$ cat src/rtl/iwqr_pkg.sv
// shared types and constants for the quota regulator
`default_nettype none
package iwqr_pkg;

    localparam int WINDOW_DEPTH = 64;
    localparam int PTR_W        = 6;
    localparam int CNT_W        = 7;
    localparam int SAMPLE_W     = 16;
    localparam int FACT_W       = 16;
    localparam int SUM_W        = 22;
    localparam int SQ_W         = 38;
    localparam int QUOTA_BITS   = 24;
    localparam int PROD_W       = QUOTA_BITS + FACT_W;
    localparam int PQ_W         = PROD_W - 12;
    localparam int SPREAD_W     = 21;
    localparam int NSQ_W        = CNT_W + SQ_W;
    localparam int SUM2_W       = 2 * SUM_W;
    localparam int NN_W         = 2 * CNT_W;
    localparam int REM_W        = NN_W + 1;
    localparam int DIVQ_W       = NSQ_W;
    localparam int MEAN_PAD     = DIVQ_W - SUM_W;
    localparam int SQRT_W       = DIVQ_W + 1;
    localparam int STEP_W       = 6;
    localparam int MEAN_STEPS   = SUM_W;
    localparam int VAR_STEPS    = DIVQ_W;
    localparam int SQRT_STEPS   = SQRT_W / 2;
    localparam int CFG_IDX_W    = 3;
    localparam int CFG_DATA_W   = 24;

    localparam logic [CFG_IDX_W-1:0] CFG_WINDOW_LENGTH   = 3'd0;
    localparam logic [CFG_IDX_W-1:0] CFG_INCREASE_FACTOR = 3'd1;
    localparam logic [CFG_IDX_W-1:0] CFG_DECREASE_FACTOR = 3'd2;
    localparam logic [CFG_IDX_W-1:0] CFG_MIN_QUOTA       = 3'd3;
    localparam logic [CFG_IDX_W-1:0] CFG_MAX_QUOTA       = 3'd4;
    localparam logic [CFG_IDX_W-1:0] CFG_SPREAD_FACTOR   = 3'd5;
    localparam logic [CFG_IDX_W-1:0] CFG_ADJUST_ENABLE   = 3'd6;

    typedef enum logic [2:0] {
        ACT_NONE      = 3'd0,
        ACT_JUMP_HIGH = 3'd1,
        ACT_INCREASE  = 3'd2,
        ACT_DECREASE  = 3'd3,
        ACT_JUMP_LOW  = 3'd4
    } t_action;

    typedef enum logic [3:0] {
        ST_IDLE, ST_DECIDE, ST_QMUL, ST_QUPD, ST_SQUARE, ST_SUM, ST_PROD,
        ST_MEANLD, ST_DIVM, ST_VARLD, ST_DIVV, ST_SQRTLD, ST_SQRT, ST_BAND,
        ST_COMMIT
    } t_state;

    typedef struct packed {
        logic accept;
        logic decide;
        logic qmul;
        logic qupd;
        logic square;
        logic sum_upd;
        logic prod;
        logic mean_ld;
        logic div_step;
        logic var_ld;
        logic sqrt_ld;
        logic sqrt_step;
        logic band;
        logic commit;
    } t_cmd;

    typedef struct packed {
        logic out_free;
    } t_sts;

endpackage
`default_nettype wire

$ cat src/rtl/iwqr_ctrl.sv
// sequencer for one item through the regulator datapath
`default_nettype none
module iwqr_ctrl (
    input  wire logic          i_clk,
    input  wire logic          i_rst_n,
    input  wire logic          i_in_valid,
    output logic               o_in_ready,
    input  wire logic          i_cfg_valid,
    output logic               o_cfg_ready,
    input  iwqr_pkg::t_sts     i_sts,
    output iwqr_pkg::t_cmd     o_cmd
);

    iwqr_pkg::t_state               r_state, n_state;
    logic [iwqr_pkg::STEP_W-1:0]    r_cnt, n_cnt;

    always_ff @(posedge i_clk) begin
        if (!i_rst_n) begin
            r_state <= iwqr_pkg::ST_IDLE;
            r_cnt   <= '0;
        end else begin
            r_state <= n_state;
            r_cnt   <= n_cnt;
        end
    end

    always_comb begin
        n_state     = r_state;
        n_cnt       = r_cnt;
        o_cmd       = '0;
        o_in_ready  = 1'b0;
        o_cfg_ready = 1'b0;
        case (r_state)
            iwqr_pkg::ST_IDLE: begin
                // register writes go first, a sample waits behind them
                o_cfg_ready = i_rst_n;
                o_in_ready  = i_rst_n && !i_cfg_valid;
                if (i_in_valid && o_in_ready) begin
                    o_cmd.accept = 1'b1;
                    n_state      = iwqr_pkg::ST_DECIDE;
                end
            end
            iwqr_pkg::ST_DECIDE: begin
                o_cmd.decide = 1'b1;
                n_state      = iwqr_pkg::ST_QMUL;
            end
            iwqr_pkg::ST_QMUL: begin
                o_cmd.qmul = 1'b1;
                n_state    = iwqr_pkg::ST_QUPD;
            end
            iwqr_pkg::ST_QUPD: begin
                o_cmd.qupd = 1'b1;
                n_state    = iwqr_pkg::ST_SQUARE;
            end
            iwqr_pkg::ST_SQUARE: begin
                o_cmd.square = 1'b1;
                n_state      = iwqr_pkg::ST_SUM;
            end
            iwqr_pkg::ST_SUM: begin
                o_cmd.sum_upd = 1'b1;
                n_state       = iwqr_pkg::ST_PROD;
            end
            iwqr_pkg::ST_PROD: begin
                o_cmd.prod = 1'b1;
                n_state    = iwqr_pkg::ST_MEANLD;
            end
            iwqr_pkg::ST_MEANLD: begin
                o_cmd.mean_ld = 1'b1;
                n_cnt         = iwqr_pkg::STEP_W'(iwqr_pkg::MEAN_STEPS - 1);
                n_state       = iwqr_pkg::ST_DIVM;
            end
            iwqr_pkg::ST_DIVM: begin
                o_cmd.div_step = 1'b1;
                if (r_cnt == '0) begin
                    n_state = iwqr_pkg::ST_VARLD;
                end else begin
                    n_cnt = r_cnt - 1'b1;
                end
            end
            iwqr_pkg::ST_VARLD: begin
                o_cmd.var_ld = 1'b1;
                n_cnt        = iwqr_pkg::STEP_W'(iwqr_pkg::VAR_STEPS - 1);
                n_state      = iwqr_pkg::ST_DIVV;
            end
            iwqr_pkg::ST_DIVV: begin
                o_cmd.div_step = 1'b1;
                if (r_cnt == '0) begin
                    n_state = iwqr_pkg::ST_SQRTLD;
                end else begin
                    n_cnt = r_cnt - 1'b1;
                end
            end
            iwqr_pkg::ST_SQRTLD: begin
                o_cmd.sqrt_ld = 1'b1;
                n_cnt         = iwqr_pkg::STEP_W'(iwqr_pkg::SQRT_STEPS - 1);
                n_state       = iwqr_pkg::ST_SQRT;
            end
            iwqr_pkg::ST_SQRT: begin
                o_cmd.sqrt_step = 1'b1;
                if (r_cnt == '0) begin
                    n_state = iwqr_pkg::ST_BAND;
                end else begin
                    n_cnt = r_cnt - 1'b1;
                end
            end
            iwqr_pkg::ST_BAND: begin
                o_cmd.band = 1'b1;
                n_state    = iwqr_pkg::ST_COMMIT;
            end
            iwqr_pkg::ST_COMMIT: begin
                if (i_sts.out_free) begin
                    o_cmd.commit = 1'b1;
                    n_state      = iwqr_pkg::ST_IDLE;
                end
            end
            default: begin
                n_state = iwqr_pkg::ST_IDLE;
            end
        endcase
    end

endmodule
`default_nettype wire

$ cat config.mk
export PLATFORM = sky130hd
export DESIGN_NAME = iwqr_ctrl
export DESIGN_NICKNAME = d
export VERILOG_FILES = /design/src/rtl/iwqr_pkg.sv /design/src/rtl/iwqr_ctrl.sv
export SDC_FILE = /design/constraint.sdc
export NUM_CORES = 1
export LEC_CHECK = 0
export ABC_CLOCK_PERIOD_IN_PS = 1700
export BUFFER_PORTS_ARGS = -buffer_cell sky130_fd_sc_hd__buf_2
export CAP_MARGIN = 20
export CORE_MARGIN = 3
export CORE_UTILIZATION = 46
export CTS_BUF_LIST = sky130_fd_sc_hd__clkbuf_4 sky130_fd_sc_hd__clkbuf_8
export CTS_CLUSTER_SIZE = 28
export DETAILED_ROUTE_END_ITERATION = 10
export PLACE_DENSITY_LB_ADDON = 0.1
export REMOVE_ABC_BUFFERS = 1
export SLEW_MARGIN = 40
export SYNTH_ARGS = -nofsm -noshare
export SYNTH_HDL_FRONTEND = slang
export SYNTH_SLANG_ARGS = --single-unit
$ cat constraint.sdc
create_clock -name i_clk -period 1.7 [get_ports i_clk]
set_input_delay 0.425 -clock i_clk [delete_from_list [all_inputs] [get_ports i_clk]]
set_output_delay 0.425 -clock i_clk [all_outputs]
set_load 0.05 [all_outputs]
==> impl_metrics.yaml, run 1 <==
floorplanning:
  die_h_um: 48.60
  die_x_um: 48.60
  ios: 21
  start_util_pct: 51.79
  rows: 14
logic_synthesis:
  synth_xor_xnor_area_share_pct: 0
  ys_async_sr_fraction_pct: 0
  yosysWarnings: 0
  yosysTopAreaCell: "dfxtp_1"
  synth_adder_area_share_pct: 2.999
  synth.cells.most_frequent: "13 x nor2_1, 10 x dfxtp_1, 9 x a21oi_1"
  synthSimpleGateAreaFrac_pct: 32.68
  synthMuxAreaShare_pct: 0
  yosysTopAreaCellShare_pct: 23.99
  ys_types: 41
  ys.flop_type: "dfxtp_1"
  synth-compound-area-share_pct: 32.53
  synth_area_um2: 834.6
  synth_top_family_by_area: "simple AND/OR/NAND/NOR gates"
  synth-seq-area-share_pct: 23.99
  synth_edf_count: 0
  synth_cells: 111
  yosysMostFrequentCell: "nor2_1"
  ys_top_cells_by_area: "dfxtp_1 24%, nor2_1 5.8%, a21oi_1 5.4%"
  synth.avg_cell_area_um2: 7.518
  ys_ff_latch: 10
placement:
  port_buffers: 20
  dp_hpwl_um: 1768
  place.gp.congestion: 0.7964
  post-place-cells: 165
grt:
  grt_max_degree: 20
clocking:
  clock_sinks: 10
  cts_buffers: 3
  htreeDepth: 1
  cts_buffer_depth: 2
  root_buffer: "clkbuf_4"
sta:
  worst-ep-kind: "output port"
  worst_endpoint: "o_cmd[13]"
run_status:
  stop_error: "[ERROR DPL-0038] Utilization greater than 100%, impossible to legalize"
  stop_stage: "global routing"
  status: "stopped before the end"
-- cell families after synthesis --
| kind of cell | after synthesis |
|---|---|
| buffers and inverters | 17 |
| adders and majority gates | 2 |
| and+or+nand+nor | 47 |
| DFF | 10 |
| AOI/OAI and AO/OA | 35 |
-- metrics by stage --
step / worst slack (ns) / TNS (ns) / cell area, µm² / utilization [%]
floorplan: -1.418 / -6.020 / 799.5 / -
global placement: -0.1254 / -0.5522 / 1072 / 66.54
detailed placement: -0.1592 / -1.043 / 1072 / 66.54
CTS: -0.3206 / -1.990 / 1493 / 92.62
-- timing repair --
action,4_1_cts
hold endpoints to repair,0
endpoints found under the setup margin,25
resized for setup,71
pin swaps,10
buffers inserted,18
gates cloned,1
hold buffers,0
==> inputs of run 2 (changes only) <==
- ABC_CLOCK_PERIOD_IN_PS: 1700 -> 2200
- CORE_AREA: default -> 3 3 64 66
- CORE_MARGIN: 3 -> default
- CORE_UTILIZATION: 46 -> default
- CTS_BUF_LIST: sky130_fd_sc_hd__clkbuf_4 sky130_fd_sc_hd__clkbuf_8 -> default
- CTS_CLUSTER_SIZE: 28 -> default
- DIE_AREA: default -> 0 0 67 69
- PLACE_DENSITY_LB_ADDON: 0.1 -> 0.15
- clock period: 1.7 -> 2.2 ns (I/O delays scaled with it)
==> impl_metrics.yaml, run 2 <==
cells_and_area:
  reg.largest.list: "r_cnt (6), r_state (4)"
  diodes: 0
  final_common_cell: "buf_2"
  final_core_util_pct: 29.41
  largest_register_ff_count: 6
  regMostFlops: "r_cnt"
  layout_common_cells: "18 x buf_2, 13 x nor2_1, 10 x dfxtp_1, 9 x a21oi_1, 8 x inv_1"
  final_cell_area_um2: 1069
  fill_cells: 433
  layout-drive-gt1-share_pct: 28.24
  syn2layout_area_growth_pct: 28.04
  fin_nets: 139
  stdcell_count: 179
worst_setup_path:
  reg2reg_to: "r_state[1]$_SDFFE_PN0P_"
  worstSetupPathType: "reg -> out"
  r2r_start: "r_cnt[0]$_SDFFE_PN0P_"
  required_ns: 1.65
  arrival_ns: 1.58
  cp-start-kind: "flop"
  reg2regPathDepth: 6
  path_max_fanout: 3
  r2r_slack_ns: 0.23
  cp-end-kind: "output port"
floorplanning:
  coreArea_um2: 3633
  start_util_pct: 22.97
  die_area_um2: 4623
  ios: 21
  die_h_um: 69
  die_x_um: 67
  rows: 22
grt:
  track_usage_pct: 10.57
  grt_pass1_vias: 804
  grt_max_degree: 20
  antenna_found_initial: 0
  grt_pass1_wl_um: 3808
  overflow: 0
clocking:
  htreeDepth: 1
  cts_tree: "done"
  clock_sinks: 10
  cts_buffers: 3
  cts_buffer_depth: 2
  post-cts-setup-buffer-count: 0
  clkLatencyLatePin_ns: 0.24
  root_buffer: "clkbuf_8"
  path_clk_slew_ns: 0.05
  hold_buffers: 0
  ctsResizeCount: 2
logic_synthesis:
  ys.flop_type: "dfxtp_1"
  ys_top_cells_by_area: "dfxtp_1 24%, nor2_1 5.8%, a21oi_1 5.4%"
  ys_ff_latch: 10
  synth_edf_count: 0
  yosysMostFrequentCell: "nor2_1"
  yosysTopAreaCell: "dfxtp_1"
  ys_async_sr_fraction_pct: 0
  synth_cells: 111
  synth-seq-area-share_pct: 23.99
  synth.cells.most_frequent: "13 x nor2_1, 10 x dfxtp_1, 9 x a21oi_1"
  yosysWarnings: 0
  ys_types: 41
  yosysTopAreaCellShare_pct: 23.99
  synth_area_um2: 834.6
  synth.avg_cell_area_um2: 7.518
pwr:
  p_int_uw: 421.9
  power.share.clock_pct: 35.5
  vdd_drop_max_uv: 154.0
  p_leak_nw: 0.4782
  p_comb_share_pct: 35.0
  switching_share_pct: 35.50
  power.total_uw: 654.1
  power_density_nw_per_um2: 612.1
  seq_power_share_pct: 29.5
  p_switching_uw: 232.2
placement:
  port_buffers: 20
  placed_area_um2: 997.2
  post-place-cells: 175
  dp_hpwl_um: 1737
  place.gp.congestion: 0.7456
sta:
  period_needed_ns: 2.127
  fmax_mhz: 470.3
  hold_viol_final: 0
  drv_slew: 0
  worstMarginPinSlew_ns: 0.4308
  final.setup.tns_ns: 0
  fin_skew_ns: 0.004871
  slew_headroom_pct: 71.04
  setup-violations-final: 0
  fin_crit_sh_pct: 96.66
min_path:
  min_path_cells: 1
  worstHoldEndpoint: "r_cnt[1]$_SDFFE_PN0P_"
  worstHoldPathType: "reg -> reg"
  worstHoldStart: "r_cnt[1]$_SDFFE_PN0P_"
run_status:
  status: "finished clean"
run:
  maxCapViolCount: 0
detailed_routing:
  viasPerCell: 4.832
  ant_nets: 0
  vias: 865
  drc: 0
  drt-total-wl_um: 2283
  drtIter0Drc: 54
  avgRoutedWirePerCell_um: 12.75
  first_pass_iters: 4
-- run 2: kinds of logic (layout without fill, tap and decap cells) --
kind of cell             count (synthesis)  in the layout  share of synthesized area (%)
AND/OR/NAND/NOR                         47             47                          32.69
AO/OA/AOI/OAI                           35             35                          32.53
buffers and inverters                   17             37                          7.796
flip-flops                              10             10                          23.99
adder cells (fa/ha/maj)                  2              2                          2.998
-- run 2: stage by stage --
stage,setup slack (ns),hold slack (ns)
floorplan,-1.043,0.4755
global placement,0.2402,0.5092
detailed placement,0.1844,0.5125
CTS,0.04286,0.5205
global route,-0.0001089,0.5357
finish,0.07347,0.5182
-- run 2: worst max-delay path by stage --
stage | from | to | slack [ns] | cells after the start
global placement | r_state[1]$_SDFFE_PN0P_ | o_cmd[13] | 0.24 | 4
CTS | r_state[1]$_SDFFE_PN0P_ | o_cmd[13] | 0.04 | 4
floorplan | r_state[1]$_SDFFE_PN0P_ | o_cmd[13] | -1.04 | 3
detailed placement | r_state[1]$_SDFFE_PN0P_ | o_cmd[13] | 0.18 | 4
global route | r_state[1]$_SDFFE_PN0P_ | o_cmd[13] | -0.0001 | 4
finish | r_state[1]$_SDFFE_PN0P_ | o_cmd[13] | 0.07 | 4
-- run 2: worst max-delay path, cell delays in order, from the launching register on --
cell and delay (ns):
dfxtp_1 0.30, or4_4 0.57, nor3_2 0.15, and2_1 0.16, buf_6 0.16
-- run 2: power groups by stage --
stage	registers, mW	clock network [mW]	logic (mW)
final	0.193	0.232	0.229
after global routing	0.194	0.251	0.246
after CTS	0.193	0.240	0.228
after detailed placement	0.197	0	0.226
after global placement	0.196	0	0.223
after floorplan	0.216	0	0.145
-- run 2: cell type report --
cell class | count | area, µm² | area share, %
multi-input cells | 84 | 576.8 | 53.98
flip-flops and latches | 10 | 200.2 | 18.74
repair buffers | 25 | 146.4 | 13.70
well taps | 48 | 60.06 | 5.621
clock buffers | 4 | 55.05 | 5.152
inverters | 8 | 30.03 | 2.810
-- run 2: layer usage --
layer	GRT usage (%)	share of wire (%)	wire [µm]
met4	5.405	2.1	47
met2	15.39	45	1029
met5	0	0	0
met1	14.53	49	1118
met3	1.954	3.9	88
No activity file was read; power rests on OpenSTA's default activity.
==> inputs of run 3 (changes only) <==
- RECOVER_POWER: default -> 100
==> impl_metrics.yaml, run 3 (synthesis results as in run 2) <==
worst_setup_path:
  crit_path_cell_trace: "or4_4 > nor3_2 > and2_1 > buf_6"
  r2r_start: "r_cnt[0]$_SDFFE_PN0P_"
  r2r_slack_ns: 0.18
  max_stage_delay_ns: 0.57
  cp-start-kind: "flop"
  critical_path.top_delay_family: "simple AND/OR/NAND/NOR gates"
  worstSetupPathType: "reg -> out"
  arrival_ns: 1.58
  slowest_stage: "or4_4"
  required_ns: 1.65
  path_max_fanout: 3
  reg2reg_to: "r_state[1]$_SDFFE_PN0P_"
  crit_buf_inv: 1
  timing.critical_path.from: "r_state[1]$_SDFFE_PN0P_"
  cp-end-kind: "output port"
  reg2regPathDepth: 6
sta:
  final.setup.tns_ns: 0
  slew_headroom_pct: 72.54
  fin_crit_sh_pct: 96.66
  period_needed_ns: 2.127
  worstMarginPinSlew_ns: 0.4085
  fin_skew_ns: 0.004953
  drv_slew: 0
  setup-violations-final: 0
  fmax_mhz: 470.2
  timing.hold.ws_ns: 0.5174
  hold_viol_final: 0
clocking:
  cts_buffer_depth: 2
  clkLatencyLatePin_ns: 0.24
  cts_buffers: 3
  post-cts-setup-buffer-count: 0
  cts_tree: "done"
  path_clk_slew_ns: 0.05
  clock_sinks: 10
  root_buffer: "clkbuf_8"
  htreeDepth: 1
cells_and_area:
  layout_common_cells: "13 x nor2_1, 13 x clkbuf_2, 10 x dfxtp_1, 9 x a21oi_1, 8 x inv_1"
  layout-drive-gt1-share_pct: 27.48
  final_core_util_pct: 28.93
  largest_register_ff_count: 6
  syn2layout_area_growth_pct: 25.94
  fin_nets: 139
  regMostFlops: "r_cnt"
  fill_cells: 437
  reg.largest.list: "r_cnt (6), r_state (4)"
  diodes: 0
detailed_routing:
  drtIter0Drc: 59
  viasPerCell: 4.860
  drc: 0
  avgRoutedWirePerCell_um: 12.68
  ant_nets: 0
  first_pass_iters: 4
  vias: 870
  drt-total-wl_um: 2270
grt:
  track_usage_pct: 10.57
  grt_pass1_wl_um: 3808
  grt_max_degree: 20
  grt_pass1_vias: 804
  overflow: 0
  antenna_found_initial: 0
run_status:
  status: "finished clean"
floorplanning:
  rows: 22
  die_area_um2: 4623
  die_x_um: 67
  die_h_um: 69
  ios: 21
  start_util_pct: 22.97
  coreArea_um2: 3633
pwr:
  p_leak_nw: 0.4660
  power_density_nw_per_um2: 614.3
  vdd_drop_max_uv: 152.5
placement:
  port_buffers: 20
  place.gp.congestion: 0.7456
  dp_hpwl_um: 1737
min_path:
  min_path_cells: 1
  worstHoldPathType: "reg -> reg"
  worstHoldEndpoint: "r_cnt[1]$_SDFFE_PN0P_"
  worstHoldStart: "r_cnt[1]$_SDFFE_PN0P_"
run:
  maxCapViolCount: 0
[run 3: cell types whose count changed in the layout (fill, tap and decap cells not counted), sizes merged]
cell    before  now
clkbuf       4   17
buf         25   12
[run 3: layout make-up]
class / instances / area (µm²) / share of cell area [%]
timing repair buffer: 25 / 146.4 / 13.93
sequential: 10 / 200.2 / 19.05
multi-input combinational: 84 / 559.3 / 53.21
clock buffer: 4 / 55.05 / 5.238
inverter: 8 / 30.03 / 2.857
tap: 48 / 60.06 / 5.714
[run 3: worst max path at each step]
stage               slack [ns]  cells past startpoint        end
finish                    0.07                      4  o_cmd[13]
global route           -0.0001                      4  o_cmd[13]
CTS                       0.04                      4  o_cmd[13]
detailed placement        0.18                      4  o_cmd[13]
global placement          0.24                      4  o_cmd[13]
floorplan                -1.04                      3  o_cmd[13]
[run 3: repair_timing]
item / in CTS / in global routing
gates cloned: 0 / 0
hold buffers: 0 / 0
gates resized for setup: 2 / 4
endpoints found under the setup margin: 1 / 2
[run 3: metrics by stage]
step	worst slack [ns]	instance area (µm²)	std cells	power (mW)
floorplan	-1.043	799.5	102	0.3614
global placement	0.2402	997.2	175	0.4190
detailed placement	0.1844	997.2	175	0.4225
CTS	0.04286	1060	179	0.6615
global route	-0.0001089	1051	179	0.6820
finish	0.07347	1051	179	0.6456
[run 3: power by group]
group / total, mW / switching, mW / internal (mW)
Sequential: 0.193 / 0.00373 / 0.189
Combinational: 0.220 / 0.151 / 0.0696
Clock: 0.232 / 0.0750 / 0.157
[run 3: per-layer routing]
metal | vias up | global-route usage (%) | part of all wire (%)
li1 | 447 | - | -
met5 | - | 0 | 0
met4 | 0 | 5.405 | 2.1
met2 | 17 | 15.39 | 45
met3 | 4 | 1.954 | 4.5
met1 | 402 | 14.53 | 49
==> inputs of run 4 (changes only) <==
==> constraint.sdc (replaced) <==
create_clock -name i_clk -period 2.2 [get_ports i_clk]
set_input_delay 0.22 -clock i_clk [delete_from_list [all_inputs] [get_ports i_clk]]
set_output_delay 0.22 -clock i_clk [all_outputs]
set_load 0.05 [all_outputs]
==> impl_metrics.yaml, run 4 (synthesis results as in run 2) <==
floorplanning:
  die_x_um: 67
  start_util_pct: 22.97
  die_h_um: 69
  ios: 21
  rows: 22
  coreArea_um2: 3633
  die_area_um2: 4623
run_status:
  status: "finished clean"
clocking:
  path_clk_slew_ns: 0.05
  clock_sinks: 10
  root_buffer: "clkbuf_8"
  clkLatencyLatePin_ns: 0.24
  cts_buffer_depth: 2
  hold_buffers: 0
  ctsResizeCount: 0
  post-cts-setup-buffer-count: 0
  cts_buffers: 3
  htreeDepth: 1
  cts_tree: "done"
detailed_routing:
  drc: 0
  avgRoutedWirePerCell_um: 13.44
  viasPerCell: 4.893
  vias: 866
  ant_nets: 0
  drt-total-wl_um: 2379
  first_pass_iters: 4
  drtIter0Drc: 55
run:
  maxCapViolCount: 0
worst_setup_path:
  max_stage_delay_ns: 0.38
  cp-end-kind: "flop"
  required_ns: 2.32
  crit_path_cell_trace: "inv_1 > ha_1 > or3b_1 > nor4_2 > o21ai_0 > o221a_1"
  path_max_fanout: 6
  r2r_slack_ns: 0.25
  slowest_stage: "or3b_1"
  cp-start-kind: "flop"
  arrival_ns: 2.07
  worstSetupPathType: "reg -> reg"
sta:
  slew_headroom_pct: 60.10
  fin_skew_ns: 0.004288
  drv_slew: 0
  fmax_mhz: 513.3
  rsz0062_at_grt: "no"
  fin_crit_sh_pct: 88.55
  hold_viol_final: 0
  worstMarginPinSlew_ns: 0.6010
  final.setup.tns_ns: 0
  setup-violations-final: 0
  period_needed_ns: 1.948
cells_and_area:
  reg.largest.list: "r_cnt (6), r_state (4)"
  regMostFlops: "r_cnt"
  layout_common_cells: "13 x nor2_1, 12 x clkbuf_1, 10 x dfxtp_1, 9 x a21oi_1, 8 x inv_1"
  largest_register_ff_count: 6
  syn2layout_area_growth_pct: 19.64
  fill_cells: 430
  final_core_util_pct: 27.48
  final_common_cell: "nor2_1"
  fin_nets: 138
  layout-drive-gt1-share_pct: 15.50
  diodes: 0
placement:
  place.gp.congestion: 0.7117
  port_buffers: 20
  dp_hpwl_um: 1733
pwr:
  vdd_drop_max_uv: 146.3
  p_comb_share_pct: 34.6
  power.share.clock_pct: 32.3
  p_switching_uw: 224.8
  p_leak_nw: 0.4083
  power_density_nw_per_um2: 597.8
  power.total_uw: 596.9
  switching_share_pct: 37.65
  p_int_uw: 372.1
  seq_power_share_pct: 33.1
grt:
  track_usage_pct: 11.10
  grt_max_degree: 20
  grt_pass1_wl_um: 4084
  overflow: 0
  antenna_found_initial: 0
  grt_pass1_vias: 877
min_path:
  worstHoldPathType: "in -> reg"
-- run 4: worst paths after layout --
path / from / end / cells after the start
max: r_cnt[0]$_SDFFE_PN0P_ / r_cnt[0]$_SDFFE_PN0P_ / 6
min reg2reg: r_cnt[1]$_SDFFE_PN0P_ / r_cnt[1]$_SDFFE_PN0P_ / 1
min: i_rst_n / r_cnt[4]$_SDFFE_PN0P_ / 2
max reg2reg: r_cnt[0]$_SDFFE_PN0P_ / r_cnt[0]$_SDFFE_PN0P_ / 6
-- run 4: power groups by stage --
stage	registers (mW)	logic (mW)	clock network [mW]
2_1_floorplan	0.216	0.145	0
3_3_place_gp	0.202	0.217	0
3_5_place_dp	0.201	0.219	0
4_1_cts	0.198	0.219	0.195
5_1_grt	0.200	0.230	0.208
6_report	0.198	0.207	0.193
-- run 4: worst max-delay path, delay by kind of cell, from the launching register on --
kind            cells  cell delay (ns)
compound gates      2             0.51
fa+ha+maj           1             0.16
buf+inv             1             0.10
flops               1             0.36
simple gates        2             0.71
-- run 4: through the flow --
stage | hold slack, ns | setup slack (ns) | instances | cell area (µm²)
6_report | 0.3410 | 0.2519 | 177 | 998.5
5_1_grt | 0.3506 | 0.1044 | 177 | 998.5
4_1_cts | 0.3394 | 0.2806 | 177 | 1031
3_5_place_dp | 0.5121 | 0.3387 | 174 | 989.7
3_3_place_gp | 0.5096 | 0.3762 | 174 | 989.7
2_1_floorplan | 0.3375 | -0.7132 | 102 | 799.5
-- run 4: layer usage --
layer	share of wire [%]	track usage (%)	vias to the layer above
met1	47	14.16	400
met3	4.1	1.629	2
li1	-	-	444
met5	0	0	-
met2	48	18.45	20
met4	0.88	4.054	0
-- run 4: layout make-up --
cell class                 count  area [µm²]  area share (%)
multi-input combinational     84       551.8           55.26
tap                           48       60.06           6.015
inverter                       8       30.03           3.008
timing repair buffer          24       115.1           11.53
sequential                    10       200.2           20.05
clock buffer                   3       41.29           4.135
